### config.mk
export PLATFORM = sky130hd
export DESIGN_NAME = gra_ctrl
export DESIGN_NICKNAME = d
export VERILOG_FILES = /design/src/sv/gra_pkg.sv /design/src/sv/gra_ctrl.sv
export SDC_FILE = /design/constraint.sdc
export NUM_CORES = 1
export LEC_CHECK = 0
export BUFFER_PORTS_ARGS = -buffer_cell sky130_fd_sc_hd__buf_2
export CORE_MARGIN = 3
export CORE_UTILIZATION = 39
export DETAILED_ROUTE_END_ITERATION = 8
export PLACE_DENSITY = 0.62
export REMOVE_ABC_BUFFERS = 1
export SYNTH_ARGS = -nofsm -noshare
export SYNTH_HDL_FRONTEND = slang
export SYNTH_SLANG_ARGS = --single-unit
### constraint.sdc
create_clock -name clk_i -period 8.6 [get_ports clk_i]
set_input_delay 0.86 -clock clk_i [delete_from_list [all_inputs] [get_ports clk_i]]
set_output_delay 0.86 -clock clk_i [all_outputs]
set_load 0.02 [all_outputs]
### src/sv/gra_pkg.sv
// Shared types and codes of the grid rectangle allocator.
package gra_pkg;

  localparam int unsigned CFG_IDX_W  = 2;
  localparam int unsigned CFG_DATA_W = 7;

  localparam logic [1:0] CMD_PLACE_FIRST = 2'd0;
  localparam logic [1:0] CMD_PLACE_AT    = 2'd1;
  localparam logic [1:0] CMD_REMOVE      = 2'd2;
  localparam logic [1:0] CMD_QUERY       = 2'd3;

  localparam logic [1:0] STATUS_OK        = 2'd0;
  localparam logic [1:0] STATUS_NO_ROOM   = 2'd1;
  localparam logic [1:0] STATUS_NOT_FOUND = 2'd2;

  localparam logic [CFG_IDX_W-1:0] CFG_COLUMNS  = 2'd0;
  localparam logic [CFG_IDX_W-1:0] CFG_ROWS     = 2'd1;
  localparam logic [CFG_IDX_W-1:0] CFG_VERTICAL = 2'd2;
  localparam logic [CFG_IDX_W-1:0] CFG_GROW     = 2'd3;

  typedef struct packed {
    logic [1:0] command;
    logic [7:0] item_id;
    logic [3:0] item_width;
    logic [3:0] item_height;
    logic [3:0] cell_column;
    logic [5:0] cell_row;
  } item_t;

  typedef struct packed {
    logic [1:0] status;
    logic [3:0] placed_column;
    logic [5:0] placed_row;
    logic [6:0] rows_now;
  } result_t;

  typedef enum logic [3:0] {
    S_IDLE,
    S_SWEEP,
    S_BEGIN,
    S_FF_START,
    S_CHK_RD,
    S_CHK_CK,
    S_FILL,
    S_FAIL,
    S_RM_RD,
    S_RM_CK,
    S_DONE
  } gra_state_e;

endpackage

### src/sv/gra_ctrl.sv
// Sequencer: config registers, clearing pass, first-fit search, fill and remove.
module gra_ctrl
  import gra_pkg::*;
#(
  parameter int unsigned MAX_COLUMNS   = 16,
  parameter int unsigned MAX_ROWS      = 64,
  parameter int unsigned MAX_ITEM_SIDE = 8,
  parameter int unsigned AW            = 10
) (
  input  logic                  clk_i,
  input  logic                  rst_ni,
  input  logic                  cfg_we_i,
  input  logic [CFG_IDX_W-1:0]  cfg_idx_i,
  input  logic [CFG_DATA_W-1:0] cfg_data_i,
  input  logic                  item_valid_i,
  output logic                  item_ready_o,
  input  item_t                 item_i,
  output logic                  res_valid_o,
  input  logic                  res_ready_i,
  output result_t               res_o,
  output logic                  ram_we_o,
  output logic [AW-1:0]         ram_waddr_o,
  output logic [7:0]            ram_wdata_o,
  output logic [AW-1:0]         ram_raddr_o,
  input  logic [7:0]            ram_rdata_i
);

  // coordinate width: holds request plus size and any bound
  localparam int unsigned NW = $clog2(MAX_ROWS + MAX_COLUMNS + 2 * MAX_ITEM_SIDE + 80) + 1;
  localparam int unsigned RESET_ROWS = (MAX_ROWS < 8) ? MAX_ROWS : 8;
  localparam int unsigned RESET_COLS = 16;

  gra_state_e    state_q, state_d;
  logic [1:0]    cmd_q, cmd_d;
  logic [7:0]    id_q, id_d;
  logic [NW-1:0] w_q, w_d, h_q, h_d, rc_q, rc_d, rr_q, rr_d;
  logic [NW-1:0] c_q, c_d, r_q, r_d, x_q, x_d, y_q, y_d;
  logic          at_q, at_d;
  logic [1:0]    status_q, status_d;
  logic [NW-1:0] rows_q, rows_d;
  logic [4:0]    cols_q, cols_d;
  logic          vert_q, vert_d, grow_q, grow_d;
  logic [NW-1:0] sw_cols_q, sw_cols_d, sw_rows_q, sw_rows_d;
  logic [NW-1:0] sr_q, sr_d, sc_q, sc_d;

  logic [NW-1:0] cols_eff, cell_r, cell_c, in_w, in_h, new_cols, new_rows;
  logic [AW-1:0] cell_addr, sweep_addr;
  logic          last_cell;

  always_comb begin
    if (cols_q == 5'd0) cols_eff = NW'(1);
    else if (32'(cols_q) > MAX_COLUMNS) cols_eff = NW'(MAX_COLUMNS);
    else cols_eff = NW'(cols_q);

    if (item_i.item_width == 4'd0) in_w = NW'(1);
    else if (32'(item_i.item_width) > MAX_ITEM_SIDE) in_w = NW'(MAX_ITEM_SIDE);
    else in_w = NW'(item_i.item_width);
    if (item_i.item_height == 4'd0) in_h = NW'(1);
    else if (32'(item_i.item_height) > MAX_ITEM_SIDE) in_h = NW'(MAX_ITEM_SIDE);
    else in_h = NW'(item_i.item_height);

    if (cfg_data_i[4:0] == 5'd0) new_cols = NW'(1);
    else if (32'(cfg_data_i[4:0]) > MAX_COLUMNS) new_cols = NW'(MAX_COLUMNS);
    else new_cols = NW'(cfg_data_i[4:0]);
    if (cfg_data_i == '0) new_rows = NW'(1);
    else if (32'(cfg_data_i) > MAX_ROWS) new_rows = NW'(MAX_ROWS);
    else new_rows = NW'(cfg_data_i);
  end

  // shared address unit
  assign cell_r     = r_q + y_q;
  assign cell_c     = c_q + x_q;
  assign cell_addr  = AW'(32'(cell_r) * 32'(MAX_COLUMNS) + 32'(cell_c));
  assign sweep_addr = AW'(32'(sr_q) * 32'(MAX_COLUMNS) + 32'(sc_q));
  assign last_cell  = (y_q + NW'(1) == h_q) && (x_q + NW'(1) == w_q);

  always_comb begin
    state_d = state_q;   cmd_d = cmd_q;     id_d = id_q;
    w_d = w_q;  h_d = h_q;  rc_d = rc_q;  rr_d = rr_q;
    c_d = c_q;  r_d = r_q;  x_d = x_q;    y_d = y_q;
    at_d = at_q;  status_d = status_q;
    rows_d = rows_q;  cols_d = cols_q;  vert_d = vert_q;  grow_d = grow_q;
    sw_cols_d = sw_cols_q;  sw_rows_d = sw_rows_q;  sr_d = sr_q;  sc_d = sc_q;
    item_ready_o = 1'b0;
    res_valid_o  = 1'b0;
    ram_we_o     = 1'b0;
    ram_waddr_o  = cell_addr;
    ram_wdata_o  = 8'd0;
    ram_raddr_o  = cell_addr;

    case (state_q)
      S_IDLE: begin
        item_ready_o = !cfg_we_i;
        if (item_valid_i && !cfg_we_i) begin
          cmd_d = item_i.command;
          id_d  = item_i.item_id;
          w_d   = vert_q ? in_h : in_w;
          h_d   = vert_q ? in_w : in_h;
          rc_d  = NW'(item_i.cell_column);
          rr_d  = NW'(item_i.cell_row);
          state_d = S_BEGIN;
        end
      end
      S_SWEEP: begin
        ram_we_o    = (sr_q >= sw_rows_q) || (sc_q >= sw_cols_q);
        ram_waddr_o = sweep_addr;
        if (sc_q == NW'(MAX_COLUMNS - 1)) begin
          sc_d = '0;
          sr_d = sr_q + NW'(1);
          if (sr_q == NW'(MAX_ROWS - 1)) state_d = S_IDLE;
        end else begin
          sc_d = sc_q + NW'(1);
        end
      end
      S_BEGIN: begin
        x_d = '0;
        y_d = '0;
        at_d = 1'b0;
        case (cmd_q)
          CMD_PLACE_AT: begin
            if ((rc_q + w_q <= cols_eff) && (rr_q + h_q <= rows_q)) begin
              c_d = rc_q;
              r_d = rr_q;
              at_d = 1'b1;
              state_d = S_CHK_RD;
            end else begin
              state_d = S_FF_START;
            end
          end
          CMD_REMOVE: begin
            c_d = '0;
            r_d = '0;
            if (id_q == 8'd0) begin
              status_d = STATUS_NOT_FOUND;
              state_d = S_DONE;
            end else begin
              state_d = S_RM_RD;
            end
          end
          default: state_d = S_FF_START;
        endcase
      end
      S_FF_START: begin
        at_d = 1'b0;
        c_d = '0;  r_d = '0;  x_d = '0;  y_d = '0;
        if ((h_q > rows_q) || (w_q > cols_eff)) state_d = S_FAIL;
        else state_d = S_CHK_RD;
      end
      S_CHK_RD: state_d = S_CHK_CK;
      S_CHK_CK: begin
        if (ram_rdata_i != 8'd0) begin
          x_d = '0;
          y_d = '0;
          if (at_q) begin
            state_d = S_FF_START;
          end else if (c_q + NW'(1) + w_q <= cols_eff) begin
            c_d = c_q + NW'(1);
            state_d = S_CHK_RD;
          end else if (r_q + NW'(1) + h_q <= rows_q) begin
            c_d = '0;
            r_d = r_q + NW'(1);
            state_d = S_CHK_RD;
          end else begin
            state_d = S_FAIL;
          end
        end else if (last_cell) begin
          x_d = '0;
          y_d = '0;
          if (cmd_q == CMD_QUERY) begin
            status_d = STATUS_OK;
            state_d = S_DONE;
          end else begin
            state_d = S_FILL;
          end
        end else begin
          if (y_q + NW'(1) < h_q) y_d = y_q + NW'(1);
          else begin
            y_d = '0;
            x_d = x_q + NW'(1);
          end
          state_d = S_CHK_RD;
        end
      end
      S_FILL: begin
        ram_we_o    = (cell_c < cols_eff) && (cell_r < rows_q);
        ram_wdata_o = (cmd_q == CMD_REMOVE) ? 8'd0 : id_q;
        if (last_cell) begin
          status_d = STATUS_OK;
          state_d = S_DONE;
        end else if (y_q + NW'(1) < h_q) begin
          y_d = y_q + NW'(1);
        end else begin
          y_d = '0;
          x_d = x_q + NW'(1);
        end
      end
      S_FAIL: begin
        if ((cmd_q != CMD_QUERY) && grow_q && (rows_q < NW'(MAX_ROWS))) begin
          rows_d = rows_q + NW'(1);
          state_d = S_FF_START;
        end else begin
          status_d = STATUS_NO_ROOM;
          c_d = '0;
          r_d = '0;
          state_d = S_DONE;
        end
      end
      S_RM_RD: state_d = S_RM_CK;
      S_RM_CK: begin
        if (ram_rdata_i == id_q) begin
          state_d = S_FILL;
        end else if (r_q + NW'(1) < rows_q) begin
          r_d = r_q + NW'(1);
          state_d = S_RM_RD;
        end else if (c_q + NW'(1) < cols_eff) begin
          r_d = '0;
          c_d = c_q + NW'(1);
          state_d = S_RM_RD;
        end else begin
          status_d = STATUS_NOT_FOUND;
          c_d = '0;
          r_d = '0;
          state_d = S_DONE;
        end
      end
      S_DONE: begin
        res_valid_o = 1'b1;
        if (res_ready_i) state_d = S_IDLE;
      end
      default: state_d = S_IDLE;
    endcase

    // config writes; a pending clearing pass keeps the smaller area
    if (cfg_we_i) begin
      case (cfg_idx_i)
        CFG_COLUMNS: begin
          cols_d = cfg_data_i[4:0];
          sw_cols_d = ((state_q == S_SWEEP) && (sw_cols_q < new_cols)) ? sw_cols_q : new_cols;
          sw_rows_d = (state_q == S_SWEEP) ? sw_rows_q : rows_q;
          sr_d = '0;
          sc_d = '0;
          state_d = S_SWEEP;
        end
        CFG_ROWS: begin
          rows_d = new_rows;
          sw_rows_d = ((state_q == S_SWEEP) && (sw_rows_q < new_rows)) ? sw_rows_q : new_rows;
          sw_cols_d = (state_q == S_SWEEP) ? sw_cols_q : cols_eff;
          sr_d = '0;
          sc_d = '0;
          state_d = S_SWEEP;
        end
        CFG_VERTICAL: vert_d = cfg_data_i[0];
        CFG_GROW:     grow_d = cfg_data_i[0];
        default: ;
      endcase
    end
  end

  always_ff @(posedge clk_i or negedge rst_ni) begin
    if (!rst_ni) begin
      state_q   <= S_SWEEP;
      rows_q    <= NW'(RESET_ROWS);
      cols_q    <= 5'(RESET_COLS);
      vert_q    <= 1'b0;
      grow_q    <= 1'b0;
      sw_cols_q <= '0;
      sw_rows_q <= '0;
      sr_q      <= '0;
      sc_q      <= '0;
    end else begin
      state_q   <= state_d;
      rows_q    <= rows_d;
      cols_q    <= cols_d;
      vert_q    <= vert_d;
      grow_q    <= grow_d;
      sw_cols_q <= sw_cols_d;
      sw_rows_q <= sw_rows_d;
      sr_q      <= sr_d;
      sc_q      <= sc_d;
    end
  end

  always_ff @(posedge clk_i) begin
    cmd_q <= cmd_d;  id_q <= id_d;
    w_q <= w_d;  h_q <= h_d;  rc_q <= rc_d;  rr_q <= rr_d;
    c_q <= c_d;  r_q <= r_d;  x_q <= x_d;  y_q <= y_d;
    at_q <= at_d;  status_q <= status_d;
  end

  assign res_o.status        = status_q;
  assign res_o.placed_column = c_q[3:0];
  assign res_o.placed_row    = r_q[5:0];
  assign res_o.rows_now      = 7'(rows_q);

endmodule

; ---- Yosys cells after proc, flatten, opt, wreduce, memory -nomap -nowiden
; Cells that the tools add are included.
[word_totals]
in_bits = 50
register_bits = 133
elab_cells = 240
[classes]
magnitude_cmp = 21
eq_ne = 44
addsub = 15
n_mux = 102
reduce_logical = 37
[op_table]
columns = operator, n
row1 = $mux W9, 43
row2 = $pmux W9 S5, 2
row3 = $pmux W9 S2, 4
row4 = $mux W4, 16
row5 = $add A9 B1 Y9 const B, 7
row6 = $lt A9 B9 Y1, 7
row7 = $pmux W9 S3, 2
row8 = $pmux W4 S11, 1
row9 = $ne A2 B2 Y1 const B, 20
row10 = $add A9 B9 Y9, 4
row11 = $le A9 B9 Y1, 4
row12 = $mux W2, 16
row13 = $add A10 B9 Y10, 2
row14 = $eq A9 B9 Y1, 2
row15 = $ge A9 B9 Y1, 2
row16 = $gt A9 B9 Y1, 2
row17 = $reduce_and A9 Y1, 2
row18 = $eq A4 B3 Y1 const B, 4
row19 = $mux W8, 2
row20 = $mux W5, 3
row21 = $mux W7, 2
row22 = $eq A4 B4 Y1 const B, 3
row23 = $logic_not A4 Y1, 3
row24 = $reduce_and A11 Y1, 1
row25 = 35 further kinds, 65

; ---- Logic depth before layout (Yosys ltp)
; Gate-level depths: netlist (run 1).
[depth]
ltp_word = 10
depth_mapped = 15

; ---- Worst setup path before layout (run 1)
; OpenSTA, ideal clock, no wires.
[synth_timing]
path_type = register to register
start = register h_q[0]
end = register r_q[0], enable pin
setup_ns = 0.387
path_buffers = 0
required_time_ns = 8.213
arrival_time_ns = 3.802
stages_incl_launch_ff = 13
path_slack_ns = 4.411
cell_sequence = edfxtp_1 ha_1 fa_1 a21o_1 a21oi_1 xnor2_1 ha_1 a2111oi_2 o21ai_1 a41o_1 nor2b_4 or4b_4 nor3_1
[synth_via]
elab_chain_cells = 5
word_cells_on_any_way = 8
cone_classes = 2 x add/sub / 2 x order compare / 2 x eq/ne / 2 x reduce/logical
[synth_lines]
columns = item, line_no
row1 = start: declaration, gra_ctrl.sv:36  ; logic [NW-1:0] w_q, w_d, h_q, h_d, rc_q, rc_d, rr_q, rr_d;
row2 = start signal: assignment, gra_ctrl.sv:285  ; w_q <= w_d; h_q <= h_d; rc_q <= rc_d; rr_q <= rr_d;
row3 = $add A6 B9 Y9, gra_ctrl.sv:121  ; if ((rc_q + w_q <= cols_eff) && (rr_q + h_q <= rows_q)) begin
row4 = $le A9 B9 Y1, gra_ctrl.sv:121
row5 = $logic_and A1 B1 Y1, gra_ctrl.sv:121
row6 = $ne A3 B3 Y1 (no source line), n/a
row7 = $reduce_and A9 Y1 (no source line) *, n/a
row8 = end signal: assignment, gra_ctrl.sv:286  ; c_q <= c_d; r_q <= r_d; x_q <= x_d; y_q <= y_d;
row9 = end: declaration, gra_ctrl.sv:37  ; logic [NW-1:0] c_q, c_d, r_q, r_d, x_q, x_d, y_q, y_d;
; Mark *: on every way between the ends. The rest lies on a longest branch, timed or not.
; A chain may end at the register's enable or synchronous reset.

; ---- Worst setup path after layout (run 1)
[layout_timing]
start = register r_q[0]
end = output port ram_we_o
[layout_via]
elab_chain_cells = 4
[layout_lines]
columns = item, line_no
row1 = $add A9 B9 Y9, gra_ctrl.sv:71  ; assign cell_r = r_q + y_q;
row2 = $lt A9 B9 Y1, gra_ctrl.sv:185  ; ram_we_o = (cell_c < cols_eff) && (cell_r < rows_q);
row3 = $logic_and A1 B1 Y1, gra_ctrl.sv:185
row4 = $pmux W1 S2, gra_ctrl.sv:91  ; case (state_q)
row5 = end: declaration, gra_ctrl.sv:21  ; output logic ram_we_o,
; Every way passes these cells.

==> impl_results.md, run 1 <==
- Die Ht: 168 um
- Vias per cell: 5.53
- Largest family of logic cells by synthesized area: adder cells
- Cell Pwr Density: 160 mW/mm^2
- Worst clock skew: 12.9 ps
- Leak Pwr: 5.18 nW
- FF+latch count, synth: 119
- Clock sink count: 119
- Grt ovf: 0
- Ports: 100
- Fin Setup TNS: 0 ps
- P&R area growth vs syn: 12.4%
- Crit end category: output port
- Buf/Inv on CP: 1
- Vias in the first global route: 8276
- Share of layout cells above drive strength 1: 0.138
- Period utilisation layout: 0.595
- Final Setup Violations: 0
- Syn Inst Count: 1106
- Comb power frac: 0.247
- Post-Syn Area: 0.0103 mm^2
- Crit-path cells: ha_1, fa_1, a21oi_1, nor2_1, nor2_1, o21bai_1, a21oi_1, o21ai_0, xnor2_1, ha_1, a211oi_1, nand2_1, a2111oi_0, o2111ai_1, o21ai_1, buf_2
- Critical Path Source Type: flip-flop
- Slew headroom: 0.154
- Worst slew pin tran: 1270 ps
- Pins over their slew limit: 0
- Initial antenna violation count: 0
- Hold-fix buffers, CTS: 0
- DP HPWL: 22500 um
- Minimum clock period: 5120 ps
- Mean Syn Cell Area: 9.28 um^2
- WL/cell: 18.7 um
- Fin nets: 1388
- Setup WS pre-CTS: 3980 ps
- Max-cap violations: 0
- Placer congestion estimate: 0.918
- Min setup slack post-route: 3480 ps
- Root Buffer Master: clkbuf_16
- Setup Fix Bufs, Post-CTS: 0
- Routed via count: 8490
- Total Routed Length: 28700 um
- Outcome: complete, no violations
- Post-route DRC: 0
- Yosys cell types: 82
- CTS tree: built
- Die area: 0.0283 mm^2
- Xor/xnor share of the synthesized area: 0.0826
- # fillers: 2508
- Detail Route Antenna Nets: 0
- Row cnt: 58
- CP Class: flip-flop to output port
- P_sw: 602 uW
- Largest net degree at the start of global routing: 53
- Register area share after synthesis: 0.323
- Starting DRT DRC Count: 673
- Top FF cell, synth: edfxtp_1
- Worst Path Arrival: 4260 ps
- First-pass GRT wire length: 45700 um
- Fraction of registers with async set/reset: 0.437
- Synth Area in Compound Gates: 0.167
- Critical-path top delay cell: edfxtp_1
- Max Freq: 195 MHz
- Yosys warnings: 0
- Post-synthesis mux area share: 0.0264
- Die W: 168 um
- N_diodes: 0
- Post-Synth Simple-Gate Area: 0.165
- Clock Tree Buf Depth: 2
- Worst path required time: 7740 ps
- TritonRoute pass-1 iters: 6
- Clk_lat worst skew: 430 ps
- Max VDD drop: 0.000123 V
- Internal Power: 1.24 mW
- Clock power frac: 0.371
- Flop pwr share: 0.382
- Fin Hold WS: 503 ps
- Final Hold Viols: 0
- RSZ-0062 raised after global routing: false
- Critical Path Fanout Max: 9
- CP delay by family, top: compound AO/OA/AOI/OAI gates
- GR Util All Layers: 0.203
- TritonCTS Buffers: 17
- Adder-cell share of the synthesized area: 0.185
- Number of flops mapped to enable cells by yosys: 67
- Starting Density: 0.402
- Buffers on Ports: 99
- HP Class: flip-flop to flip-flop
- Largest stage delay, worst path: 510 ps
- Core footprint: 0.0255 mm^2
- Post_cts resized: 0
- H-Tree Depth: 4
- Clock transition at path regs: 60 ps
- Switching part of the total power: 0.327
-- flip-flops by register name, indices dropped and copies added (netlist names) --
signal,count
grow_q,1
w_q,4
cmd_q,2
state_q,4
at_q,1
r_q,9
id_q,8
h_q,4
cols_q,5
rr_q,6
status_q,2
rc_q,4
rows_q,9
c_q,9
y_q,9
sw_cols_q,5
x_q,9
sc_q,9
vert_q,1
sr_q,9
sw_rows_q,9
-- worst register-to-register path, delay by kind of cell (launching register included) --
kind                       cells  cell delay [ps]
AOI/OAI and AO/OA              6             2010
and+or+nand+nor                2              230
xor gates and xnor gates       2              420
adders and majority gates      3              930
DFF                            1              510
-- synthesized netlist by cell type, types with 4 or more instances --
| master | instances | area, um^2 |
|---|---|---|
| mux2i_1 | 17 | 170 |
| o21bai_1 | 8 | 60.1 |
| o21a_1 | 9 | 67.6 |
| nor2_1 | 94 | 353 |
| o211ai_1 | 12 | 90.1 |
| fa_1 | 8 | 160 |
| nand2_1 | 86 | 323 |
| nor4_1 | 7 | 43.8 |
| and2_1 | 19 | 119 |
| a32o_1 | 4 | 40.0 |
| nor3b_1 | 6 | 45.0 |
| a21o_1 | 25 | 188 |
| a22o_1 | 7 | 61.3 |
| nand2b_1 | 15 | 93.8 |
| dfrtp_1 | 49 | 1230 |
| o21ai_0 | 41 | 205 |
| mux2_2 | 9 | 101 |
| nor3_1 | 23 | 115 |
| ha_1 | 139 | 1740 |
| o21ai_1 | 10 | 50.1 |
| a211oi_1 | 16 | 120 |
| a31oi_1 | 11 | 68.8 |
| clkbuf_1 | 15 | 56.3 |
| xor2_1 | 39 | 342 |
| nor2b_1 | 7 | 43.8 |
| edfxtp_1 | 67 | 2010 |
| nand3_1 | 33 | 165 |
| inv_1 | 73 | 274 |
| a21oi_1 | 74 | 370 |
| xnor2_1 | 56 | 490 |
| nand4_1 | 16 | 100 |
| and4_1 | 4 | 35.0 |
| and3_1 | 10 | 62.6 |
| buf_4 | 18 | 135 |
| buf_2 | 7 | 35.0 |
-- worst paths after layout --
check / startpoint / endpoint / slack (ps) / depth (start not counted)
max: r_q[0] / ram_we_o / 3480 / 16
min: grow_q / grow_q / 500 / 1
max reg2reg: r_q[0] / c_q[3] / 4120 / 13
min reg2reg: grow_q / grow_q / 500 / 1
max in group asynchronous: rst_ni / rows_q[6] / 7550 / 2
min in group asynchronous: rst_ni / sc_q[6] / 550 / 2
-- cell usage in the layout (no fill, tap or decap), drive strengths merged, types with 8 or more instances in the layout --
master  Yosys  routed
clkinv      1       8
clkbuf     15      22
a21oi      74      74
buf        26     103
mux2        9       9
o21bai      8       8
nand3      33      33
xnor2      57      57
nand2b     15      15
nand4      16      16
ha        139     139
mux2i      17      17
xor2       39      39
inv        76      78
fa          8       8
o21ai      52      52
and2       20      20
nor3       25      25
nor2b       8       8
nand2      86      86
o21a       10      10
nor2       95      95
a21o       26      26
dfrtp      49      49
and3       11      11
a31oi      12      12
a211oi     17      17
edfxtp     67      67
o211ai     13      13
-- power by group through the flow --
stage	sequential, mW	combinational [mW]	clock [mW]
after floorplan	0.702	0.312	0
after global routing	0.710	0.514	0.718
after CTS	0.703	0.456	0.692
final	0.703	0.455	0.682
after global placement	0.713	0.442	0
after detailed placement	0.713	0.451	0
-- final cells by class --
type	instances	area, um^2	area share
multi-input combinational	873	6440	0.558
sequential	119	3320	0.287
timing repair buffer	103	526	0.0455
clock buffer	22	485	0.0421
tap	330	413	0.0358
inverter	77	289	0.0250
clock inverter	10	68.8	0.00596
-- metal layers --
layer	GRT usage	wire, um	vias to the layer above
met5	0	0	-
met1	0.287	13800	4054
met4	0.0509	401	0
met2	0.327	13200	234
met3	0.0303	1320	28
li1	-	-	4174
-- cell families after synthesis --
kind of cell | after synthesis
fa+ha+maj | 147
mux | 26
other cells | 1
compound gates | 258
simple gates | 341
flops | 119
buf+inv | 118
xor+xnor | 96
-- metrics by stage --
stage	power (mW)	instances	area [um^2]	util
5_1_grt	1.94	1534	11500	0.452
3_5_place_dp	1.16	1502	11000	0.430
2_1_floorplan	1.01	1069	10000	-
3_3_place_gp	1.16	1502	11000	0.430
6_report	1.84	1534	11500	0.452
4_1_cts	1.85	1534	11500	0.452
No activity file was read; power rests on OpenSTA's default activity.
==> run 2: changes to the inputs <==
==> constraint.sdc (replaced) <==
create_clock -name clk_i -period 5.32 [get_ports clk_i]
set_input_delay 0.532 -clock clk_i [delete_from_list [all_inputs] [get_ports clk_i]]
set_output_delay 0.532 -clock clk_i [all_outputs]
set_load 0.02 [all_outputs]
==> impl_results.md, run 2 (synthesized netlist as in run 1, its figures left out) <==
- Worst path required time: 4790 ps (was 7740 ps)
- Setup Fix Bufs, Post-CTS: 0 (unchanged)
- Commonest non-fill, non-tap cells in the layout: 139 x ha_1, 99 x buf_2, 94 x nor2_1, 86 x nand2_1, 74 x a21oi_1 (unchanged)
- Clk_lat worst skew: 420 ps (was 430 ps)
- Routed via count: 8469 (was 8490)
- Fin nets: 1390 (was 1388)
- Final Setup Violations: 0 (unchanged)
- Minimum clock period: 4820 ps
- TritonCTS Buffers: 17 (unchanged)
- Largest net degree at the start of global routing: 53 (unchanged)
- Grt ovf: 0 (unchanged)
- Clock transition at path regs: 60 ps (about the same)
- Leak Pwr: 5.23 nW (was 5.18 nW)
- Total Power: 3.10 mW (was 1.84 mW)
- Critical-path top delay cell: edfxtp_1 (unchanged)
- Initial antenna violation count: 0 (unchanged)
- DP HPWL: 22300 um (was 22500 um)
- Ports: 100 (unchanged)
- Period utilisation layout: 0.905
- Critical Path Fanout Max: 9 (unchanged)
- GR Util All Layers: 0.202 (was 0.203)
- Clock Tree Buf Depth: 2 (unchanged)
- Pins over their slew limit: 0 (unchanged)
- Hold-fix buffers, CTS: 0 (unchanged)
- Core footprint: 0.0255 mm^2 (unchanged)
- First-pass GRT wire length: 45300 um (was 45700 um)
- R2R Setup Slk: 750 ps (was 4120 ps)
- Die W: 168 um (unchanged)
- Vias per cell: 5.51 (was 5.53)
- Max Freq: 208 MHz
- Placer congestion estimate: 0.973 (was 0.918)
- Most common cell after layout, fill and taps aside: ha_1 (unchanged)
- Vias in the first global route: 8267 (was 8276)
- N_diodes: 0 (unchanged)
- Worst clock skew: 6.95 ps (was 12.9 ps)
- CP delay by family, top: compound AO/OA/AOI/OAI gates (unchanged)
- Row cnt: 58 (unchanged)
- Starting DRT DRC Count: 621 (was 673)
- Buf/Inv on CP: 1 (unchanged)
- Slew headroom: 0.125 (was 0.154)
- Total Routed Length: 28400 um (was 28700 um)
- Post_cts resized: 0 (unchanged)
- Detail Route Antenna Nets: 0 (unchanged)
- H-Tree Depth: 4 (unchanged)
- Root Buffer Master: clkbuf_16 (unchanged)
- Post-route DRC: 0 (unchanged)
- Max-cap violations: 0 (unchanged)
- Buffers on Ports: 99 (unchanged)
- CP Class: flip-flop to output port (unchanged)
- Share of layout cells above drive strength 1: 0.138 (about the same)
- Clock sink count: 119 (unchanged)
- Largest stage delay, worst path: 520 ps (was 510 ps)
- RSZ-0062 raised after global routing: false (unchanged)
- Critical Path Source Type: flip-flop (unchanged)
- WL/cell: 18.5 um (was 18.7 um)
- Starting Density: 0.402 (unchanged)
- Die area: 0.0283 mm^2 (unchanged)
- P&R area growth vs syn: 13.3% (was 12.4%)
- Crit-path cells: ha_1, fa_1, a21oi_1, nor2_1, nor2_1, o21bai_1, a21oi_1, o21ai_0, xnor2_1, ha_1, a211oi_1, nand2_1, a2111oi_0, o2111ai_1, o21ai_1, buf_2 (unchanged)
- Fin Setup TNS: 0 ps (unchanged)
- Final Hold Viols: 0 (unchanged)
- Outcome: complete, no violations (unchanged)
- Max VDD drop: 0.000203 V (was 0.000123 V)
- Worst Path Arrival: 4280 ps (was 4260 ps)
- Die Ht: 168 um (unchanged)
- Worst slew pin tran: 1310 ps (was 1270 ps)
- HP Class: primary input to asynchronous set/reset pin (was flip-flop to flip-flop)
- CTS tree: built (unchanged)
- TritonRoute pass-1 iters: 7 (was 6)
- Crit end category: output port (unchanged)
- Cell Pwr Density: 266 mW/mm^2 (was 160 mW/mm^2)
## run 2: cell count changes in the layout (fill, tap and decap cells not counted), sizes merged
cell,previous run,this run
bufinv,0,1
buf,103,105
clkinv,8,4
inv,78,76
clkinvlp,1,0
clkbuf,22,28
## run 2: stage by stage
step	setup WS [ps]	instances	util	area [um^2]	hold WS, ps
2_1_floorplan	1130	1069	-	10000	236
3_3_place_gp	924	1504	0.431	11000	499
3_5_place_dp	818	1504	0.431	11000	504
4_1_cts	497	1536	0.455	11600	246
5_1_grt	75.3	1536	0.455	11600	266
6_report	505	1536	0.455	11600	222
## run 2: per-layer routing
metal,wire (um),track usage
met1,13600,0.291
met2,12800,0.316
met3,1610,0.0376
met4,454,0.0494
met5,0,0
## run 2: area by class of cell
| cell class | count | area, um^2 |
|---|---|---|
| clock buffer | 28 | 582 |
| clock inverter | 4 | 48.8 |
| fill | 2496 | 13900 |
| inverter | 77 | 289 |
| multi-input combinational | 873 | 6440 |
| sequential | 119 | 3320 |
| tap | 330 | 413 |
| timing repair buffer | 105 | 541 |
## run 2: report_power, final
part           internal (mW)  total (mW)  switching [mW]
Clock                  0.793        1.23           0.435
Combinational          0.306       0.734           0.428
Sequential              1.05        1.14          0.0854
Total                   2.15        3.10           0.948
## run 2: worst register-to-register path, cell delays in order (launching register included)
cell	delay, ps
edfxtp_1	490
ha_1	280
fa_1	400
a21o_1	170
a21oi_1	250
xnor2_1	160
ha_1	280
a2111oi_2	300
o21ai_1	120
a41o_1	310
nor2b_4	150
or4b_4	540
a211oi_2	740
## run 2: path summary, 6_finish.rpt
check	startpoint	end	cells past startpoint
worst max-delay path	r_q[0]	ram_we_o	16
worst min-delay path	rst_ni	sc_q[5]	2
worst max register to register	h_q[0]	c_q[7]	12
worst min register to register	grow_q	grow_q	1
max in group asynchronous	rst_ni	rows_q[0]	2
min in group clk_i	item_i[18]	id_q[0]	1
